**src/design/pom_pkg.sv**
```systemverilog
// ----------------------------------------------------------------------------
// pom_pkg: shared types and constants of the perturb-and-observe tracker
// Field widths, register codes, reset values and the queue entry layout.
// ----------------------------------------------------------------------------
package pom_pkg;

  // fixed field widths
  localparam int unsigned ChanW   = 2;
  localparam int unsigned DutyW   = 16;
  localparam int unsigned SenseW  = 16;
  localparam int unsigned PowerW  = 33;
  localparam int unsigned CfgIdxW = 2;

  // defaults for top-level parameters
  localparam int unsigned DefaultChannels   = 3;
  localparam int unsigned DefaultStartDuty  = 0;
  localparam int unsigned DefaultQueueDepth = 2;

  // register reset values
  localparam logic [DutyW-1:0] MinDutyRst  = 16'h0000;
  localparam logic [DutyW-1:0] MaxDutyRst  = 16'hFFFF;
  localparam logic [DutyW-1:0] DutyStepRst = 16'h0001;

  // register index codes
  typedef enum logic [CfgIdxW-1:0] {
    CFG_MIN_DUTY  = 2'd0,
    CFG_MAX_DUTY  = 2'd1,
    CFG_DUTY_STEP = 2'd2
  } cfg_idx_e;

  // configuration seen by the back end
  typedef struct packed {
    logic [DutyW-1:0] min_duty;
    logic [DutyW-1:0] max_duty;
    logic [DutyW-1:0] duty_step;
  } cfg_t;

  // classified item waiting in the queue
  typedef struct packed {
    logic [ChanW-1:0]  channel;
    logic              chan_ok;
    logic              error;
    logic [PowerW-1:0] power;
  } q_entry_t;

  // queue status toward its neighbors
  typedef struct packed {
    logic full;
    logic empty;
  } q_status_t;

endpackage

```
**src/design/pom_front.sv**
```systemverilog
// ----------------------------------------------------------------------------
// pom_front: item intake and classification
// Accepts an item, checks the channel and sensor flag, computes the power.
// ----------------------------------------------------------------------------
module pom_front #(
  parameter int unsigned CHANNELS = pom_pkg::DefaultChannels
) (
  input  logic                        in_valid_i,
  output logic                        in_stall_o,
  input  logic [pom_pkg::ChanW-1:0]   channel_i,
  input  logic [pom_pkg::SenseW-1:0]  current_a_i,
  input  logic [pom_pkg::SenseW-1:0]  current_b_i,
  input  logic [pom_pkg::SenseW-1:0]  voltage_i,
  input  logic                        sensor_error_i,
  input  pom_pkg::q_status_t          q_status_i,
  output logic                        push_o,
  output pom_pkg::q_entry_t           entry_o
);
  import pom_pkg::*;

  localparam logic [4:0] ChanLimit = 5'(CHANNELS);

  logic              chan_ok;
  logic              err;
  logic [SenseW:0]   cur_sum;
  logic [PowerW-1:0] prod;

  // channel check and error flag
  assign chan_ok = ({3'b000, channel_i} < ChanLimit);
  assign err     = !chan_ok || sensor_error_i;

  // (a + b) * v, 17 by 16 bits, exact in 33 bits
  assign cur_sum = {1'b0, current_a_i} + {1'b0, current_b_i};
  assign prod    = {{(PowerW-SenseW-1){1'b0}}, cur_sum} * {{(PowerW-SenseW){1'b0}}, voltage_i};

  // stall only on a full queue
  assign in_stall_o = q_status_i.full;
  assign push_o     = in_valid_i && !q_status_i.full;

  always_comb begin
    entry_o.channel = channel_i;
    entry_o.chan_ok = chan_ok;
    entry_o.error   = err;
    entry_o.power   = err ? '0 : prod;
  end

endmodule

```
**src/design/pom_queue.sv**
```systemverilog
// ----------------------------------------------------------------------------
// pom_queue: short FIFO between front and back end
// Registered entries; push and pop may happen in the same cycle.
// ----------------------------------------------------------------------------
module pom_queue #(
  parameter int unsigned Depth = pom_pkg::DefaultQueueDepth
) (
  input  logic               clk_i,
  input  logic               rst_ni,
  input  logic               push_i,
  input  pom_pkg::q_entry_t  data_i,
  input  logic               pop_i,
  output pom_pkg::q_entry_t  data_o,
  output pom_pkg::q_status_t status_o
);
  import pom_pkg::*;

  localparam int unsigned PtrW = (Depth > 1) ? $clog2(Depth) : 1;
  localparam int unsigned CntW = $clog2(Depth + 1);
  localparam logic [PtrW-1:0] LastPtr = PtrW'(Depth - 1);
  localparam logic [CntW-1:0] FullCnt = CntW'(Depth);

  q_entry_t        mem_q [Depth];
  logic [PtrW-1:0] wr_ptr_q, wr_ptr_d;
  logic [PtrW-1:0] rd_ptr_q, rd_ptr_d;
  logic [CntW-1:0] cnt_q, cnt_d;
  logic            do_push;
  logic            do_pop;

  assign status_o.full  = (cnt_q == FullCnt);
  assign status_o.empty = (cnt_q == '0);
  assign do_push = push_i && !status_o.full;
  assign do_pop  = pop_i && !status_o.empty;
  assign data_o  = mem_q[rd_ptr_q];

  // pointer and fill count update
  always_comb begin
    wr_ptr_d = wr_ptr_q;
    rd_ptr_d = rd_ptr_q;
    cnt_d    = cnt_q;
    if (do_push) begin
      wr_ptr_d = (wr_ptr_q == LastPtr) ? '0 : wr_ptr_q + 1'b1;
    end
    if (do_pop) begin
      rd_ptr_d = (rd_ptr_q == LastPtr) ? '0 : rd_ptr_q + 1'b1;
    end
    unique case ({do_push, do_pop})
      2'b10:   cnt_d = cnt_q + 1'b1;
      2'b01:   cnt_d = cnt_q - 1'b1;
      default: cnt_d = cnt_q;
    endcase
  end

  always_ff @(posedge clk_i or negedge rst_ni) begin
    if (!rst_ni) begin
      wr_ptr_q <= '0;
      rd_ptr_q <= '0;
      cnt_q    <= '0;
    end else begin
      wr_ptr_q <= wr_ptr_d;
      rd_ptr_q <= rd_ptr_d;
      cnt_q    <= cnt_d;
    end
  end

  // entry storage, no reset
  always_ff @(posedge clk_i) begin
    if (do_push) begin
      mem_q[wr_ptr_q] <= data_i;
    end
  end

endmodule

```
**src/design/pom_back.sv**
```systemverilog
// ----------------------------------------------------------------------------
// pom_back: tracking step and result register
// Holds per-channel state and the duty limits, decides the direction,
// moves the duty and presents the result.
// ----------------------------------------------------------------------------
module pom_back #(
  parameter int unsigned CHANNELS   = pom_pkg::DefaultChannels,
  parameter int unsigned START_DUTY = pom_pkg::DefaultStartDuty
) (
  input  logic                        clk_i,
  input  logic                        rst_ni,
  input  logic                        cfg_we_i,
  input  logic [pom_pkg::CfgIdxW-1:0] cfg_idx_i,
  input  logic [pom_pkg::DutyW-1:0]   cfg_data_i,
  input  pom_pkg::q_status_t          q_status_i,
  input  pom_pkg::q_entry_t           entry_i,
  output logic                        pop_o,
  output logic                        out_valid_o,
  input  logic                        out_stall_i,
  output logic [pom_pkg::ChanW-1:0]   channel_out_o,
  output logic [pom_pkg::DutyW-1:0]   pwm_duty_o,
  output logic                        increasing_o,
  output logic [pom_pkg::PowerW-1:0]  power_o,
  output logic                        error_o
);
  import pom_pkg::*;

  localparam int unsigned IdxW = (CHANNELS > 1) ? $clog2(CHANNELS) : 1;
  localparam logic [DutyW-1:0] StartDuty = DutyW'(START_DUTY);

  cfg_t              cfg_q;
  logic [PowerW-1:0] last_power_q [CHANNELS];
  logic              last_dir_q   [CHANNELS];
  logic [DutyW-1:0]  duty_q       [CHANNELS];

  logic              out_valid_q;
  logic [ChanW-1:0]  out_chan_q;
  logic [DutyW-1:0]  out_duty_q;
  logic              out_dir_q;
  logic [PowerW-1:0] out_power_q;
  logic              out_err_q;

  logic [IdxW-1:0]   idx;
  logic [DutyW-1:0]  duty_old;
  logic              dir_old;
  logic              dir_new;
  logic [DutyW-1:0]  duty_new;
  logic [DutyW:0]    duty_sum;
  logic              res_dir;
  logic [DutyW-1:0]  res_duty;
  logic              upd;

  // configuration registers
  always_ff @(posedge clk_i or negedge rst_ni) begin
    if (!rst_ni) begin
      cfg_q.min_duty  <= MinDutyRst;
      cfg_q.max_duty  <= MaxDutyRst;
      cfg_q.duty_step <= DutyStepRst;
    end else if (cfg_we_i) begin
      unique case (cfg_idx_e'(cfg_idx_i))
        CFG_MIN_DUTY:  cfg_q.min_duty  <= cfg_data_i;
        CFG_MAX_DUTY:  cfg_q.max_duty  <= cfg_data_i;
        CFG_DUTY_STEP: cfg_q.duty_step <= cfg_data_i;
        default: ;
      endcase
    end
  end

  // pop whenever the result register is free or being emptied
  assign pop_o = !q_status_i.empty && (!out_valid_q || !out_stall_i);
  assign upd   = pop_o && !entry_i.error;

  // read the channel's state
  assign idx      = IdxW'(entry_i.channel);
  assign duty_old = duty_q[idx];
  assign dir_old  = last_dir_q[idx];

  // direction: zero power forces decrease, a drop reverses
  always_comb begin
    if (entry_i.power == '0) begin
      dir_new = 1'b0;
    end else if (entry_i.power < last_power_q[idx]) begin
      dir_new = !dir_old;
    end else begin
      dir_new = dir_old;
    end
  end

  // duty step with clamps and saturation
  assign duty_sum = {1'b0, duty_old} + {1'b0, cfg_q.duty_step};
  always_comb begin
    if (dir_new) begin
      if (duty_old >= cfg_q.max_duty) begin
        duty_new = cfg_q.max_duty;
      end else begin
        duty_new = duty_sum[DutyW] ? '1 : duty_sum[DutyW-1:0];
      end
    end else begin
      if (duty_old <= cfg_q.min_duty) begin
        duty_new = cfg_q.min_duty;
      end else if (cfg_q.duty_step >= duty_old) begin
        duty_new = '0;
      end else begin
        duty_new = duty_old - cfg_q.duty_step;
      end
    end
  end

  // result fields: invalid channel shows zeros, sensor error shows state
  always_comb begin
    if (!entry_i.chan_ok) begin
      res_dir  = 1'b0;
      res_duty = '0;
    end else if (entry_i.error) begin
      res_dir  = dir_old;
      res_duty = duty_old;
    end else begin
      res_dir  = dir_new;
      res_duty = duty_new;
    end
  end

  // per-channel state
  always_ff @(posedge clk_i or negedge rst_ni) begin
    if (!rst_ni) begin
      for (int i = 0; i < CHANNELS; i++) begin
        last_power_q[i] <= '0;
        last_dir_q[i]   <= 1'b0;
        duty_q[i]       <= StartDuty;
      end
    end else if (upd) begin
      last_power_q[idx] <= entry_i.power;
      last_dir_q[idx]   <= dir_new;
      duty_q[idx]       <= duty_new;
    end
  end

  // result register valid
  always_ff @(posedge clk_i or negedge rst_ni) begin
    if (!rst_ni) begin
      out_valid_q <= 1'b0;
    end else if (pop_o) begin
      out_valid_q <= 1'b1;
    end else if (!out_stall_i) begin
      out_valid_q <= 1'b0;
    end
  end

  // result register payload
  always_ff @(posedge clk_i) begin
    if (pop_o) begin
      out_chan_q  <= entry_i.channel;
      out_duty_q  <= res_duty;
      out_dir_q   <= res_dir;
      out_power_q <= entry_i.power;
      out_err_q   <= entry_i.error;
    end
  end

  assign out_valid_o   = out_valid_q;
  assign channel_out_o = out_chan_q;
  assign pwm_duty_o    = out_duty_q;
  assign increasing_o  = out_dir_q;
  assign power_o       = out_power_q;
  assign error_o       = out_err_q;

endmodule

```
**src/design/perturb_observe_mppt_core.sv**
```systemverilog
// ----------------------------------------------------------------------------
// perturb_observe_mppt_core: perturb-and-observe tracker for solar channels
// One item per cycle unless stalled; each item yields one result with duty and direction.
// ----------------------------------------------------------------------------
// Takes one item per clock cycle while the queue is not full and returns one
// result per item, in order. The front end checks the channel, takes the sensor
// flag and multiplies (current_a + current_b) by voltage; the item then waits in
// a short queue of QUEUE_DEPTH entries. The back end takes one item a cycle from
// the queue while the result register is free or being emptied, updates that
// channel's power, direction and duty in flip-flops unless the item has an
// error, and loads the result register. The state update and the result load
// happen in the same cycle, so the next item sees the update. The user must
// write the duty limits and step only while the block is idle; the block itself does not enforce this.
module perturb_observe_mppt_core #(
  parameter int unsigned CHANNELS    = pom_pkg::DefaultChannels,
  parameter int unsigned START_DUTY  = pom_pkg::DefaultStartDuty,
  parameter int unsigned QUEUE_DEPTH = pom_pkg::DefaultQueueDepth
) (
  input  logic                        clk_i,
  input  logic                        rst_ni,
  input  logic                        cfg_we_i,
  input  logic [pom_pkg::CfgIdxW-1:0] cfg_idx_i,
  input  logic [pom_pkg::DutyW-1:0]   cfg_data_i,
  input  logic                        in_valid_i,
  output logic                        in_stall_o,
  input  logic [pom_pkg::ChanW-1:0]   channel_i,
  input  logic [pom_pkg::SenseW-1:0]  current_a_i,
  input  logic [pom_pkg::SenseW-1:0]  current_b_i,
  input  logic [pom_pkg::SenseW-1:0]  voltage_i,
  input  logic                        sensor_error_i,
  output logic                        out_valid_o,
  input  logic                        out_stall_i,
  output logic [pom_pkg::ChanW-1:0]   channel_out_o,
  output logic [pom_pkg::DutyW-1:0]   pwm_duty_o,
  output logic                        increasing_o,
  output logic [pom_pkg::PowerW-1:0]  power_o,
  output logic                        error_o
);
  import pom_pkg::*;

  q_status_t q_status;
  q_entry_t  push_entry;
  q_entry_t  head_entry;
  logic      push;
  logic      pop;

  // intake and classification
  pom_front #(
    .CHANNELS(CHANNELS)
  ) u_front (
    .in_valid_i     (in_valid_i),
    .in_stall_o     (in_stall_o),
    .channel_i      (channel_i),
    .current_a_i    (current_a_i),
    .current_b_i    (current_b_i),
    .voltage_i      (voltage_i),
    .sensor_error_i (sensor_error_i),
    .q_status_i     (q_status),
    .push_o         (push),
    .entry_o        (push_entry)
  );

  // queue between the two ends
  pom_queue #(
    .Depth(QUEUE_DEPTH)
  ) u_queue (
    .clk_i    (clk_i),
    .rst_ni   (rst_ni),
    .push_i   (push),
    .data_i   (push_entry),
    .pop_i    (pop),
    .data_o   (head_entry),
    .status_o (q_status)
  );

  // tracking step and result register
  pom_back #(
    .CHANNELS  (CHANNELS),
    .START_DUTY(START_DUTY)
  ) u_back (
    .clk_i         (clk_i),
    .rst_ni        (rst_ni),
    .cfg_we_i      (cfg_we_i),
    .cfg_idx_i     (cfg_idx_i),
    .cfg_data_i    (cfg_data_i),
    .q_status_i    (q_status),
    .entry_i       (head_entry),
    .pop_o         (pop),
    .out_valid_o   (out_valid_o),
    .out_stall_i   (out_stall_i),
    .channel_out_o (channel_out_o),
    .pwm_duty_o    (pwm_duty_o),
    .increasing_o  (increasing_o),
    .power_o       (power_o),
    .error_o       (error_o)
  );

endmodule
```
**config.mk**
```make
export PLATFORM = sky130hd
export DESIGN_NAME = perturb_observe_mppt_core
export DESIGN_NICKNAME = d
export VERILOG_FILES = /design/src/design/pom_pkg.sv /design/src/design/pom_front.sv /design/src/design/pom_queue.sv /design/src/design/pom_back.sv /design/src/design/perturb_observe_mppt_core.sv
export SDC_FILE = /design/constraint.sdc
export NUM_CORES = 1
export LEC_CHECK = 0
export BUFFER_PORTS_ARGS = -buffer_cell sky130_fd_sc_hd__clkbuf_2
export CORE_ASPECT_RATIO = 0.8
export CORE_UTILIZATION = 60
export DETAILED_ROUTE_END_ITERATION = 12
export HOLD_SLACK_MARGIN = 0.06
export PLACE_DENSITY = 0.82
export SYNTH_ARGS = -nofsm -noshare
export SYNTH_HDL_FRONTEND = slang
export SYNTH_HIERARCHICAL = 1
export SYNTH_SLANG_ARGS = --single-unit
```
**constraint.sdc**
```tcl
create_clock -name clk_i -period 9.8 [get_ports clk_i]
set_input_delay 1.47 -clock clk_i [delete_from_list [all_inputs] [get_ports clk_i]]
set_output_delay 1.47 -clock clk_i [all_outputs]
set_load 0.05 [all_outputs]
```
# [Yosys cells after proc, flatten, opt, wreduce, memory -nomap -nowiden]
# Memories as Yosys holds them, arrays and structs flattened.
# Cells that the tools add are included.
[word_totals] register_bits=256 mem_bits_rw=74 inputBits=74 output_inout_bits=55 memories=1
[classes] add_sub_neg=7 mul=1 order_cmp=7 n_eq_ne=6 muxes=35 bitwise_logic=1 reduce_logical=22
[mem_list] name="u_queue.mem_q" depth=2 word_bits=37 rd=1 rd_clocked_by_memory_dff=0 wr=1 line="pom_queue.sv:23" source="q_entry_t mem_q [Depth];"
[op_table] op="$mux 16" count=9
[op_table] op="$mux 33" count=4
[op_table] op="$bwmux 99" count=1
[op_table] op="$bmux 33 s2" count=1
[op_table] op="$demux 33 s2" count=1
[op_table] op="$bwmux 48" count=1
[op_table] op="$add 16x16->17" count=2
[op_table] op="$logic_not 33->1" count=1
[op_table] op="$lt 33x33->1" count=1
[op_table] op="$mul 17x16->33" count=1
[op_table] op="$bmux 16 s2" count=1
[op_table] op="$demux 16 s2" count=1
[op_table] op="$ge 16x16->1" count=2
[op_table] op="$le 16x16->1" count=1
[op_table] op="$sub 16x16->16" count=1
[op_table] op="$mux 1" count=12
[op_table] op="$logic_not 1->1" count=7
[op_table] op="$eq 2x2->1 const B" count=3
[op_table] op="$logic_and 1x1->1" count=6
[op_table] op="$reduce_and 2->1" count=3
[op_table] op="$eq 2x1->1 const B" count=2
[op_table] op="$logic_not 2->1" count=2
[op_table] op="$pmux 2 s2" count=1
[op_table] op="$bwmux 3" count=1
[op_table] op="other kinds (12)" count=14

# [Depth between registers and ports, before layout]
# Gate-level depths: netlist of run 1.
# An unclocked memory read counts as a cell.
[depth] word_depth=10 depth_mapped=30

# [Cells and area by module]
# The synthesis of run 1 kept the hierarchy.
[by_module_without_submodules] module="pom_back" n_inst=1 cells_per_inst=1367 area_each_um2=13978.4 seq_area_each_um2=6592.6
[by_module_without_submodules] module="pom_front" n_inst=1 cells_per_inst=1309 area_each_um2=10761.6 seq_area_each_um2=0.0
[by_module_without_submodules] module="pom_queue" n_inst=1 cells_per_inst=133 area_each_um2=2949.1 seq_area_each_um2=2322.2

# [Least setup slack after synthesis of run 1]
# OpenSTA, ideal clock, no wires.
[synth_path] kind="input port to flip-flop" startpoint="input current_a_i[0] (netlist name)" endpoint="memory u_queue/mem_q[0][31] (netlist name), data pin" arrival_ps=8047 required_ps=9532 slack_ps=1485 cell_stages=26 cell_sequence="ha_1 -> inv_1 -> fa_1 -> nand2b_1 -> a2111oi_0 -> a211oi_2 -> xnor2_1 -> buf_2 -> nand2_1 -> fa_1 -> fa_1 -> fa_1 -> inv_1 -> fa_1 -> fa_1 -> inv_1 -> fa_1 -> inv_1 -> ha_1 -> buf_2 -> and4_1 -> nand3_1 -> a21o_1 -> a2111oi_2 -> o21ai_0 -> mux2i_1"
[synth_rtl] element="from (decl)" line="perturb_observe_mppt_core.sv:27" source="input logic [pom_pkg::SenseW-1:0] current_a_i,"
[synth_rtl] element="to (decl)" line="pom_queue.sv:23"

==> reports/results.ini, run 1 <==
[logic_synthesis]
synth_top_area_share = 0.168
synth_nets = 3312
synth-edff-count = 127
synth_area_mm2 = 0.0277
avgSynthCellArea_um2 = 9.86
async_reset_ff_frac = 0.615
yosysWarnings = 6
synth_seq_cells = 330
synth_top_area_cell = dfrtp_1
syn_inst = 2809
synth.area.top_cells = dfrtp_1, fa_1, edfxtp_1, ha_1, mux2_2
synth_seq_area_share = 0.322
yosys_most_used_dff = dfrtp_1
yosys.cell_types.count = 83

[clock_network]
postCtsSetupRepairBufs = 0
ctsLongestPathBuffers = 3
cts_hold_buffers = 0
cts_resized = 0
cts_tree = done
cts.clk_slew.worst_paths_ps = 70
htree_levels = 1
clk_latency_ps = 590
cts_sinks = 330
cts_inserted_buffers = 31
cts-root-buf = clkbuf_16

[critical_path]
cp_data_required_time_ps = 10110
r2r_slack_ps = 3290
crit_arrival_ps = 8820
startpoint_type = input pin
critical_path_class = input pin to flop
rr_endpoint = u_back/pwm_duty_o[2]$_SDFFCE_PN0P_
r2r_start = u_queue/rd_ptr_q$_DFFE_PN0P_
endpoint_kind = flop
reg2reg_depth = 14
critPathMaxFanout = 16

[sta]
slew_headroom = 0.239
setup_viol = 0
rsz0062_at_grt = no
fin_crit_ps = 8520
fin_skew_ps = 14.9
finalSetupTns_ps = 0
tightestPinTransition_ps = 1140
slew_viol_final = 0
fmax_mhz = 117
fin_ws_ps = 1280
period_share = 0.869
hold_violations = 0

[route]
route.met2.wl_mm = 33.5
post-route-drc-count = 0
drt-met1-wl_mm = 30.0
vias = 20983
topRoutingLayerUsed = met4
vias_per_cell = 6.00
dr_wl_met3_mm = 4.54
drt_iter0_drc = 1738
routedWlPerCell_um = 19.9
wl_mm = 69.6
drtPass1Iterations = 5
postRouteAntennaNets = 0

[layout]
multi_input_area_mm2 = 0.0170
regArea_mm2 = 0.00892
drive_above_1_share = 0.151
fillCellCount = 3531
final_area_mm2 = 0.0299
fin_nets = 3365
antenna_cells = 0
areaGrowthSynthToFinish_pct = 8.06
stdcell_count = 3499

[job]
drv_cap = 0

[min_path]
min_from = u_back/last_power_q[66]$_DFFE_PN0P_
min_path_type = flop to flop
holdPathStages = 2
worst_hold_path.endpoint = u_back/last_power_q[66]$_DFFE_PN0P_

[global_routing]
antenna_found_initial = 0
first_global_vias = 21658
grt_usage = 0.300
overflow = 0
grt_pass1_wl_mm = 114
grt_max_degree = 80

[die]
rows = 70
die_area_mm2 = 0.0470
die_h_um = 194
dieWidth_um = 242
design.core.area_mm2 = 0.0456
initial_core_util = 0.607
io-pin-count = 129

[place]
dp.cells = 3441
gp_congestion = 0.905
dpl_cell_area_mm2 = 0.0288
io_buffers = 128
place_ws_ps = 746
dp_hpwl_mm = 52.1

[run_status]
status = finished, final reports clean

-- metrics by stage --
| stage | utilization | hold slack, ps |
|---|---|---|
| global route | 0.656 | 501 |
| global placement | 0.631 | 451 |
| finish | 0.656 | 477 |
| floorplan | - | 439 |
| detailed placement | 0.631 | 461 |
| CTS | 0.656 | 477 |
-- cells in the mapped netlist, drive strengths merged, types with 80 or more instances --
library cell	number
nand2	380
inv	308
ha	218
fa	211
dfrtp	186
mux2	164
a21oi	131
o21ai	129
edfxtp	127
nor2	123
clkbuf	103
and2	102
mux2i	80
-- layer usage --
| layer | track usage | vias up |
|---|---|---|
| met5 | 0 | - |
| met4 | 0.0816 | 0 |
| met3 | 0.0343 | 113 |
| met2 | 0.503 | 844 |
| met1 | 0.413 | 10437 |
| li1 | - | 9589 |
-- critical path, stage by stage --
cell and delay (ps):
clkbuf_2 80, ha_1 170, inv_1 60, fa_1 380, nand2b_1 240, a2111oi_0 620
a211oi_2 170, nand2_1 100, o211ai_1 90, buf_4 230, and2_1 190, fa_1 500
inv_1 50, fa_1 470, inv_1 50, fa_1 520, fa_1 480, fa_1 520
inv_1 50, fa_1 480, inv_1 40, ha_1 420, nand2_1 170, nor4_1 520
a221oi_1 200, o21ai_0 360, o211ai_1 180
-- sequential cells by signal, summed over array words and instances (netlist names), 2 cells and up --
| signal | flops |
|---|---|
| u_back/power_o | 33 |
| u_back/pwm_duty_o | 16 |
| u_back/cfg_q | 48 |
| u_back/last_power_q | 99 |
| u_back/last_dir_q | 3 |
| u_back/duty_q | 48 |
| u_queue/cnt_q | 2 |
| u_queue/mem_q | 74 |
| u_back/channel_out_o | 2 |
-- worst max path at each step --
stage,cells past startpoint,to,startpoint
floorplan,26,u_queue/mem_q[0][31]$_DFFE_PP_,current_a_i[0]
global route,26,u_queue/mem_q[1][24]$_DFFE_PP_,current_a_i[0]
detailed placement,27,u_queue/mem_q[0][32]$_DFFE_PP_,current_a_i[0]
CTS,28,u_queue/mem_q[0][32]$_DFFE_PP_,current_a_i[0]
finish,27,u_queue/mem_q[0][32]$_DFFE_PP_,current_a_i[0]
global placement,26,u_queue/mem_q[0][24]$_DFFE_PP_,current_a_i[0]
-- cells by family (layout without fill, tap and decap cells) --
kind of cell,count (synthesis),after routing,share of synthesized area
AND/OR/NAND/NOR,860,860,0.148
buffers and inverters,458,536,0.0658
AO/OA/AOI/OAI,439,439,0.0991
adder cells (fa/ha/maj),429,429,0.251
flip-flops,330,330,0.322
multiplexers,244,244,0.0983
XOR/XNOR,49,49,0.0155
-- layout by cell type (no fill, tap or decap), types with 6 or more instances in the layout --
cell	synthesis	layout
a22o_1	11	11
clkbuf_1	102	6
nand3_1	35	35
a21o_1	29	29
nand4_1	29	29
and2_1	100	100
and3_1	18	17
buf_4	9	41
or2_2	9	9
mux2i_1	80	80
a21oi_1	131	130
inv_1	307	307
o21bai_1	11	11
o21a_1	10	10
a31oi_1	22	22
mux2_2	143	143
o211ai_1	15	15
xor2_1	22	22
o21ai_0	124	124
a211oi_1	20	20
dfstp_2	17	17
mux2_4	20	20
clkbuf_16	0	33
fa_1	211	211
clkbuf_2	1	127
nor3_1	22	21
ha_1	218	218
or3_1	12	11
nand2b_1	54	54
edfxtp_1	127	127
xnor2_1	27	27
dfrtp_1	186	185
nand2_1	380	378
nor2_1	123	122
nor4_1	19	19
nor2b_1	34	33
-- final cells by class --
class / count / area share
Multi-Input combinational cell: 2021 / 0.568
Sequential cell: 330 / 0.298
Inverter: 309 / 0.0388
Timing Repair Buffer: 169 / 0.0320
Clock buffer: 43 / 0.0302
Tap cell: 612 / 0.0256
Clock inverter: 15 / 0.00744
Power of run 1 is not shown: default switching activity piles up to over one toggle a cycle in this logic, so the estimate is an artifact.
==> run 2: changes to the inputs <==
- CTS_CLUSTER_SIZE: default -> 20
- GPL_TIMING_DRIVEN: default -> 0
==> run 2 against run 1 <==
Net effect:
- non-clock buffer count up 103
- via count up 4.7%
- routed wire length up 9.4%
- utilization up 0.69 points
- critical endpoint is now u_queue/mem_q[0][25]$_DFFE_PP_
==> reports/results.ini, run 2 (synthesized netlist as in run 1, its figures left out) <==
[min_path]
min_path_type = flop to flop  ; unchanged
worst_hold_path.endpoint = u_back/last_power_q[91]$_DFFE_PN0P_  ; was u_back/last_power_q[66]$_DFFE_PN0P_
holdPathStages = 2  ; unchanged
min_from = u_back/last_power_q[91]$_DFFE_PN0P_  ; was u_back/last_power_q[66]$_DFFE_PN0P_

[global_routing]
grt_usage = 0.324  ; was 0.300
grtUsageMet1 = 0.437  ; was 0.413
top_usage_layer = met2  ; unchanged
grt_max_degree = 84  ; was 80
overflow = 0  ; unchanged
grt_pass1_wl_mm = 120  ; was 114 mm
antenna_found_initial = 0  ; unchanged
met2_usage = 0.532  ; was 0.503
first_global_vias = 22233  ; was 21658
grtUsageMet3 = 0.0461  ; was 0.0343

[place]
gp_congestion = 0.999  ; was 0.905
dpl_cell_area_mm2 = 0.0292  ; was 0.0288 mm²
dp_hpwl_mm = 59.4  ; was 52.1 mm
dp.cells = 3543  ; was 3441
io_buffers = 118  ; was 128

[layout]
final_common_cell = nand2_1  ; unchanged
fin_nets = 3468  ; was 3365
stdcell_count = 3603  ; was 3499
reg_top3 = u_back/last_power_q: 99 flops, u_queue/mem_q: 74 flops  ; unchanged
largest-register = u_back/last_power_q  ; unchanged
final_area_mm2 = 0.0302  ; was 0.0299 mm²
areaGrowthSynthToFinish_pct = 9.19  ; was 8.06%
drive_above_1_share = 0.141  ; was 0.151
final_cell_mix = nand2_1, inv_1, ha_1  ; unchanged
largest_reg_flops = 99  ; unchanged
final_util = 0.663  ; was 0.656

[route]
routedWlPerCell_um = 21.1  ; was 19.9 µm
drtPass1Iterations = 8  ; was 5
drt_iter0_drc = 1943  ; was 1738
wl_mm = 76.1  ; was 69.6 mm
postRouteAntennaNets = 0  ; unchanged
vias_per_cell = 6.10  ; was 6.00
vias = 21968  ; was 20983
post-route-drc-count = 0  ; unchanged

[clock_network]
cts_tree = done  ; unchanged
clk_latency_ps = 600  ; was 590 ps
cts_resized = 0  ; unchanged
cts_sinks = 330  ; unchanged
cts_inserted_buffers = 31  ; unchanged
htree_levels = 1  ; unchanged
cts_hold_buffers = 0  ; unchanged
ctsLongestPathBuffers = 3  ; unchanged
cts.clk_slew.worst_paths_ps = 60  ; was 70 ps
cts-root-buf = clkbuf_16  ; unchanged
postCtsSetupRepairBufs = 0  ; unchanged

[die]
design.core.area_mm2 = 0.0456  ; unchanged
die_h_um = 194  ; unchanged
io-pin-count = 129  ; unchanged
initial_core_util = 0.607  ; unchanged
die_area_mm2 = 0.0470  ; unchanged
rows = 70  ; unchanged
dieWidth_um = 242  ; unchanged

[sta]
setup_viol = 0  ; unchanged
fmax_mhz = 108  ; was 117 MHz
period_share = 0.949  ; was 0.869
slew_headroom = 0.163  ; was 0.239
slew_viol_final = 0  ; unchanged
finalSetupTns_ps = 0  ; unchanged
tightestPinTransition_ps = 1240  ; was 1140 ps
hold_violations = 0  ; unchanged
rsz0062_at_grt = no  ; unchanged
fin_skew_ps = 15.1  ; was 14.9 ps
fin_crit_ps = 9300  ; was 8520 ps

[critical_path]
cp_common_cell = fa_1  ; unchanged
timing.critical_path.from = current_a_i[0]  ; unchanged
endpoint_kind = flop  ; unchanged
rr_endpoint = u_back/pwm_duty_o[4]$_SDFFCE_PN0P_  ; was u_back/pwm_duty_o[2]$_SDFFCE_PN0P_
critical_path.max_stage_delay_ps = 610  ; was 620 ps
critical_path_class = input pin to flop  ; unchanged
critPathMaxFanout = 10  ; was 16
crit_arrival_ps = 9630  ; was 8820 ps
reg2reg_depth = 18  ; was 14
r2r_slack_ps = 2930  ; was 3290 ps
cp_data_required_time_ps = 10130  ; was 10110 ps
startpoint_type = input pin  ; unchanged
crit_path_top_delay_cell = xor2_1  ; was a2111oi_0
r2r_start = u_queue/rd_ptr_q$_DFFE_PN0P_  ; unchanged

[job]
drv_cap = 0  ; unchanged

[run_status]
status = finished, final reports clean  ; unchanged

==> run 2: cell types whose count changed in the layout (fill, tap and decap cells not counted), moves of 4 or more <==
cell / change
clkbuf_1: +98
buf_2: +19
clkinvlp_4: +4
buf_6: +6
clkinv_2: +4
buf_4: -32
clkbuf_2: -9
buf_1: +12
==> run 2: stage by stage <==
stage	hold slack [ps]	worst slack [ps]
final	477	502
after CTS	477	580
after floorplan	439	1490
after global routing	495	194
after global placement	451	74.5
after detailed placement	462	-16.9
==> run 2: per-layer routing <==
metal / vias to the layer above / routed length [µm]
met5: - / 0
met4: 0 / 2880
met3: 212 / 6660
met2: 1112 / 35500
met1: 10834 / 31100
li1: 9810 / -
==> run 2: worst max-delay path by stage <==
stage                                           endpoint  slack [ps]  cells past startpoint
after floorplan           u_queue/mem_q[0][31]$_DFFE_PP_        1490                     26
after global placement    u_queue/mem_q[0][24]$_DFFE_PP_          70                     27
after detailed placement  u_queue/mem_q[1][24]$_DFFE_PP_         -20                     27
after CTS                 u_queue/mem_q[0][25]$_DFFE_PP_         580                     27
after global routing      u_queue/mem_q[1][24]$_DFFE_PP_         190                     27
final                     u_queue/mem_q[0][25]$_DFFE_PP_         500                     27
==> run 2: area by class of cell <==
class,instances,area [µm²]
Antenna cell,1,2.50
Buffer,149,663
Clock buffer,36,836
Clock inverter,22,219
Fill cell,3496,15400
Inverter,309,1160
Multi-Input combinational cell,2021,17000
Sequential cell,330,8910
Tap cell,612,766
Timing Repair Buffer,123,702
==> run 2: critical path, delay by kind of cell <==
family,cells,cell delay [ps]
and+or+nand+nor,4,940
buffers and inverters,6,900
xor gates and xnor gates,1,610
adders and majority gates,9,4040
AOI/OAI and AO/OA,7,1640
Power of run 2 is left out for the same reason.
